==> src/sv/obce_pkg.sv <==
package obce_pkg;

  localparam int Q          = 4;
  localparam int DIGITS     = 6;
  localparam int DIG_W      = 2;
  localparam int WORD_W     = DIGITS * DIG_W;
  localparam int DEPTH      = 4096;
  localparam int MAX_ORBITS = 64;
  localparam int ORB_W      = 6;
  localparam int CNT_W      = 9;
  localparam int CNT_MAX    = 511;
  localparam int TOT_W      = 13;
  localparam int DELTA_W    = 14;
  localparam int RAD_W      = 3;
  localparam int POS_W      = 3;
  localparam int IN_W       = 32;
  localparam int OUT_W      = 32;
  localparam int PC_W       = 3;

  typedef enum logic [1:0] {
    CMD_PLACE  = 2'd0,
    CMD_REMOVE = 2'd1,
    CMD_EST    = 2'd2,
    CMD_COMMIT = 2'd3
  } cmd_t;

  typedef struct packed {
    cmd_t               cmd;
    logic [ORB_W-1:0]   orbit;
    logic [WORD_W-1:0]  word;
    logic [POS_W-1:0]   position;
    logic [DIG_W-1:0]   new_digit;
    logic               skip;
  } entry_t;

  typedef struct packed {
    logic   valid;
    entry_t entry;
  } queue_out_t;

  typedef struct packed {
    logic pop;
    logic clearing;
  } back_stat_t;

  function automatic logic [PC_W-1:0] popcnt(input logic [DIGITS-1:0] m);
    logic [PC_W-1:0] n;
    n = '0;
    for (int i = 0; i < DIGITS; i++) begin
      n = n + PC_W'(m[i]);
    end
    return n;
  endfunction

endpackage

==> src/sv/obce_front.sv <==
module obce_front (
  input  logic                         clk,
  input  logic                         rst,
  input  logic                         s_axis_tvalid,
  output logic                         s_axis_tready,
  input  logic [obce_pkg::IN_W-1:0]    s_axis_tdata,
  input  obce_pkg::back_stat_t         stat,
  output obce_pkg::queue_out_t         q
);

  obce_pkg::entry_t mem [2];
  logic             wr_ptr;
  logic             rd_ptr;
  logic [1:0]       count;
  obce_pkg::entry_t dec;
  logic             accept;

  // field unpack and classification
  always_comb begin
    dec.cmd       = obce_pkg::cmd_t'(s_axis_tdata[1:0]);
    dec.orbit     = s_axis_tdata[7:2];
    dec.word      = s_axis_tdata[19:8];
    dec.position  = s_axis_tdata[22:20];
    dec.new_digit = s_axis_tdata[24:23];
    dec.skip      = (int'(dec.orbit) >= obce_pkg::MAX_ORBITS) ||
                    (((dec.cmd == obce_pkg::CMD_EST) || (dec.cmd == obce_pkg::CMD_COMMIT)) &&
                     (int'(dec.position) >= obce_pkg::DIGITS));
  end

  assign s_axis_tready = (count != 2'd2) && !stat.clearing;
  assign accept        = s_axis_tvalid && s_axis_tready;
  assign q.valid       = (count != 2'd0);
  assign q.entry       = mem[rd_ptr];

  always_ff @(posedge clk) begin
    if (accept) begin
      mem[wr_ptr] <= dec;
    end
    if (rst) begin
      wr_ptr <= 1'b0;
      rd_ptr <= 1'b0;
      count  <= 2'd0;
    end else begin
      if (accept) begin
        wr_ptr <= !wr_ptr;
      end
      if (stat.pop) begin
        rd_ptr <= !rd_ptr;
      end
      count <= count + 2'(accept) - 2'(stat.pop);
    end
  end

endmodule

==> config.mk <==
export PLATFORM = sky130hd
export DESIGN_NAME = obce_front
export DESIGN_NICKNAME = d
export VERILOG_FILES = /design/src/sv/obce_pkg.sv /design/src/sv/obce_front.sv
export SDC_FILE = /design/constraint.sdc
export NUM_CORES = 1
export LEC_CHECK = 0
export ABC_AREA = 1
export ABC_CLOCK_PERIOD_IN_PS = 4700
export BUFFER_PORTS_ARGS = -buffer_cell sky130_fd_sc_hd__buf_2
export CAP_MARGIN = 20
export CORE_MARGIN = 1
export CORE_UTILIZATION = 35
export CTS_CLUSTER_DIAMETER = 30
export CTS_CLUSTER_SIZE = 14
export DETAILED_ROUTE_END_ITERATION = 10
export PLACE_DENSITY = 0.57
export SLEW_MARGIN = 40
export SYNTH_ARGS = -nofsm -noshare
export SYNTH_HDL_FRONTEND = slang
export SYNTH_SLANG_ARGS = --single-unit
==> constraint.sdc <==
create_clock -name clk -period 4.7 [get_ports clk]
set_input_delay 0.235 -clock clk [delete_from_list [all_inputs] [get_ports clk]]
set_output_delay 0.235 -clock clk [all_outputs]
set_load 0.02 [all_outputs]
Word level (Yosys, flattened, before mapping):

Memory sizes are Yosys's and may differ from the RTL's. A register that Yosys moved wholly into a read port is not among the register bits.
Index checks and enable logic that the tools add are counted.

* register bits after elaboration: 4
* bits in writable memories: 52
* input port bits: 37
* output and inout port bits: 28
* logic and storage cells: 22
* memories kept: 1

* add/sub/neg operators: 2
* magnitude comparators: 1
* equality and inequality tests: 3
* multiplexer cells: 4
* reduce and logical (&&, ||, !) cells: 8

Memories
* mem: depth 2, width 26, rd ports 1, clocked after Yosys merged registers in 1, wr ports 1, line obce_front.sv:11 `obce_pkg::entry_t mem [2];`

Operators with widths (count)
* 2-bit == test (second input constant): 2
* 1-bit 2-to-1 mux: 4
* 3-bit >= comparator (second input constant): 1
* 1-bit logical AND: 3
* 1-bit zero test: 3
* 2-bit by 1-bit adder with 2-bit output: 1
* 2-bit != test (second input constant): 1
* 2-bit nonzero test: 1
* 2-bit by 1-bit subtractor with 2-bit output: 1
* 1-bit logical OR: 1

Depth between registers and ports, before layout:

* word-level depth: 5
* gate-level depth with buffers: 11
* mapped depth without buffers: 11

Worst setup path after synthesis:

Ideal clock, no wire load.

* path type: reg-to-reg
* from: reg count[0]
* to: mem mem[0][0] (netlist name) (enable)
* library setup time: 409 ps
* data arrival time: 1659 ps
* data required time: 4291 ps
* path slack: 2632 ps
* stages on the path, launching flop included: 5
* path buffers: 0
* period minus slack after synthesis: 2068 ps
* cells stage by stage: dfxtp_1 > inv_1 > nand2_1 > nand3_1 > nor2_1

* word-level cells in the longest chain between the ends: 5

Ends and longest elaborated chain
* start: declaration: line obce_front.sv:14 `logic [1:0] count;`
* start signal: assignment: line obce_front.sv:50 `count <= count + 2'(accept) - 2'(stat.pop);`
* 2-bit != test: line obce_front.sv:30 `assign s_axis_tready = (count != 2'd2) && !stat.clearing;`
* 1-bit logical AND: line obce_front.sv:30
* 1-bit logical AND: line obce_front.sv:31 `assign accept = s_axis_tvalid && s_axis_tready;`
* 1-bit 2-to-1 mux: line obce_front.sv:36 `if (accept) begin`
* 1-bit 2-to-1 mux (not written as such): line obce_front.sv:37 `mem[wr_ptr] <= dec;`
* end: declaration: line obce_front.sv:11

No other way between the ends.

Final worst setup path:

* from: reg count[0]
* to: mem mem[0][13] (netlist name) (enable)

The elaborated chain is that of the path after synthesis.

==> flow_summary.json <==
{
  "drt_iter0_markers": 24,
  "drive_gt1_share_pct": 53.2,
  "dieArea_um2": 6720,
  "netlist_instances": 119,
  "grt_max_degree": 27,
  "cts_tree": "built",
  "internal_power_uw": 830,
  "yosysTopAreaCell": "edfxtp_1",
  "initial_utilization_pct": 37.1,
  "core_um2": 6030,
  "hold_class": "input pin to register",
  "gp_congestion": 0.687,
  "cts_hold_buf": 0,
  "syn_area_per_cell_um2": 18.8,
  "grtUsageTotal_pct": 11.9,
  "yosys_most_used_dff": "edfxtp_1",
  "synth_fp_nets": 158,
  "slew_headroom_pct": 54.9,
  "fin_crit_ps": 1890,
  "post_cts_resized": 0,
  "dpl.hpwl_mm": 2.50,
  "wire_per_inst_um": 14.1,
  "viasPerCell": 4.51,
  "crit_path_max_fanout": 15,
  "clk_latency_ps": 330,
  "arrival_ps": 1900,
  "drv_slew": 0,
  "critPathLaunch": "count[0]$_SDFF_PP0_",
  "synth_most_common_cell": "edfxtp_1",
  "final_nets": 224,
  "max_slew.worst_pin.slew_ps": 675,
  "area_growth_pct": 22.5,
  "fp.dieW_um": 82.0,
  "required_ps": 4720,
  "fp.dieH_um": 82.0,
  "synth_area_um2": 2240,
  "pwr-share-comb_pct": 12.6,
  "antenna_cells": 0,
  "critPathKind": "register to register",
  "gr-total-overflow": 0,
  "cp-start-kind": "register",
  "holdPathEnd": "mem[0][6]$_DFFE_PP_",
  "seq_area_frac_synth_pct": 74.3,
  "fin_crit_sh_pct": 40.1,
  "max_freq_mhz": 530,
  "finalSetupViolCount": 0,
  "antenna_found_initial": 0,
  "rsz0062_at_grt": "no",
  "final-hold-violation-count": 0,
  "worstHoldStart": "s_axis_tdata[8]",
  "r2r-start": "count[0]$_SDFF_PP0_",
  "cts-root-buf": "clkbuf_8",
  "hold_depth": 1,
  "postRouteAntennaNets": 0,
  "ys_warn_count": 0,
  "drc": 0,
  "num_rows": 28,
  "path_clk_slew_ps": 70,
  "fin_util_pct": 45.5,
  "synth_common_cells": "edfxtp_1, mux2_4, inv_1, nand2_1",
  "yosysUniqueCellTypes": 15,
  "cts_inserted_buffers": 9,
  "wl_mm": 3.73,
  "p_switching_uw": 280,
  "grt_pass1_vias": 1205,
  "async_flop_share_pct": 0,
  "p_leak_uw": 0.00111,
  "vias": 1195,
  "powerDensity_nw_per_um2": 405,
  "reg2reg_to": "mem[0][13]$_DFFE_PP_",
  "cts_setup_buffers": 0,
  "critical_path.endpoint_type": "register",
  "grt_pass1_wl_mm": 5.45,
  "r2r_cells": 5,
  "portBuffers": 57,
  "power_frac_seq_pct": 54.0,
  "clockBufferDepth": 2,
  "fill_cells": 553,
  "synth-edff-count": 52,
  "swShare_pct": 25.2,
  "cts.htree.levels": 3,
  "max-vdd-ir-drop_v": 0.000173,
  "p_clk_share_pct": 33.4,
  "ys_ff_latch": 57,
  "synth.area.top_cells": "edfxtp_1, mux2_4, dfxtp_1, mux2_2, inv_1",
  "whs_ps": 92.7,
  "fin_worst_skew_ps": 6.30,
  "ff2ff_setup_slack_ps": 2810,
  "cap_violations": 0,
  "synthDominantCellAreaShare_pct": 69.8,
  "tns_ps": 0,
  "status": "completed",
  "first_pass_iters": 4,
  "numClockSinks": 57,
  "io_pins": 65
}
[layout by cell type, fill, tap and decap left out, types with 2 or more instances in the layout]
cell type   count
a21oi_1         2
buf_2          57
dfxtp_1         4
nor2_1          5
mux2_2          6
nand2_1         7
nand3_1         2
clkinvlp_4      2
clkbuf_8        9
inv_1          10
ha_1            2
edfxtp_1       52
mux2_4         20
clkinv_2        3
clkinv_1        2
[how the worst max path moves through the flow]
stage                                end  slack (ps)  cells after the start
finish              mem[0][13]$_DFFE_PP_        2810                      5
global route        mem[0][13]$_DFFE_PP_        2660                      5
CTS                                q[21]        2630                      2
detailed placement  mem[0][15]$_DFFE_PP_        2790                      5
global placement    mem[0][10]$_DFFE_PP_        2920                      5
floorplan            mem[0][0]$_DFFE_PP_        2630                      4
[layer usage]
metal | global-route usage [%] | vias to the layer above | wire, um
met2 | 20.6 | 38 | 2000
met3 | 3.67 | 8 | 199
met5 | 0 | - | 0
met4 | 9.47 | 0 | 83
li1 | - | 568 | -
met1 | 11.7 | 581 | 1450
[sequential cells by signal (all words and copies together), names as in the netlist, named ones only]
name	cells
wr_ptr	1
mem	52
count	2
rd_ptr	1
[kinds of logic (layout without fill, tap and decap cells)]
kind of cell	count (synthesis)	count (layout)	synth area share, %
AOI/OAI and AO/OA	2	2	0.447
xor gates and xnor gates	1	1	0.392
adders and majority gates	2	2	1.12
buffers and inverters	14	85	4.14
DFF	57	57	74.3
muxes	26	26	16.4
and+or+nand+nor	17	17	3.19
[stage by stage]
| stage | instance area (um^2) | total power (uW) | instances | setup WS, ps |
|---|---|---|---|---|
| after floorplan | 2240 | 709 | 119 | 2630 |
| after global placement | 2580 | 745 | 249 | 2920 |
| after detailed placement | 2580 | 754 | 249 | 2790 |
| after CTS | 2740 | 1130 | 265 | 2630 |
| after global routing | 2740 | 1160 | 265 | 2660 |
| final | 2740 | 1110 | 265 | 2810 |
[worst max-delay path, stage by stage, from the launching register on]
cell     delay (ps)
dfxtp_1         340
inv_1            80
nand2_1          90
nand3_1         150
nor2_2          560
buf_4           350
[power groups by stage]
stage	Clock [uW]	Combinational (uW)	Sequential [uW]
after floorplan	0	112	597
after global placement	0	137	608
after detailed placement	0	143	611
after CTS	384	143	600
after global routing	406	152	602
final	371	140	599
[cell type report]
type,count,area [um^2],area share (%)
flip-flops and latches,57,1670,60.8
clock inverters,7,37.5,1.37
well taps,75,93.8,3.42
inverters,11,41.3,1.51
multi-input cells,48,485,17.7
clock buffers,9,124,4.52
repair buffers,58,293,10.7
(Power assumes the default switching activity.)
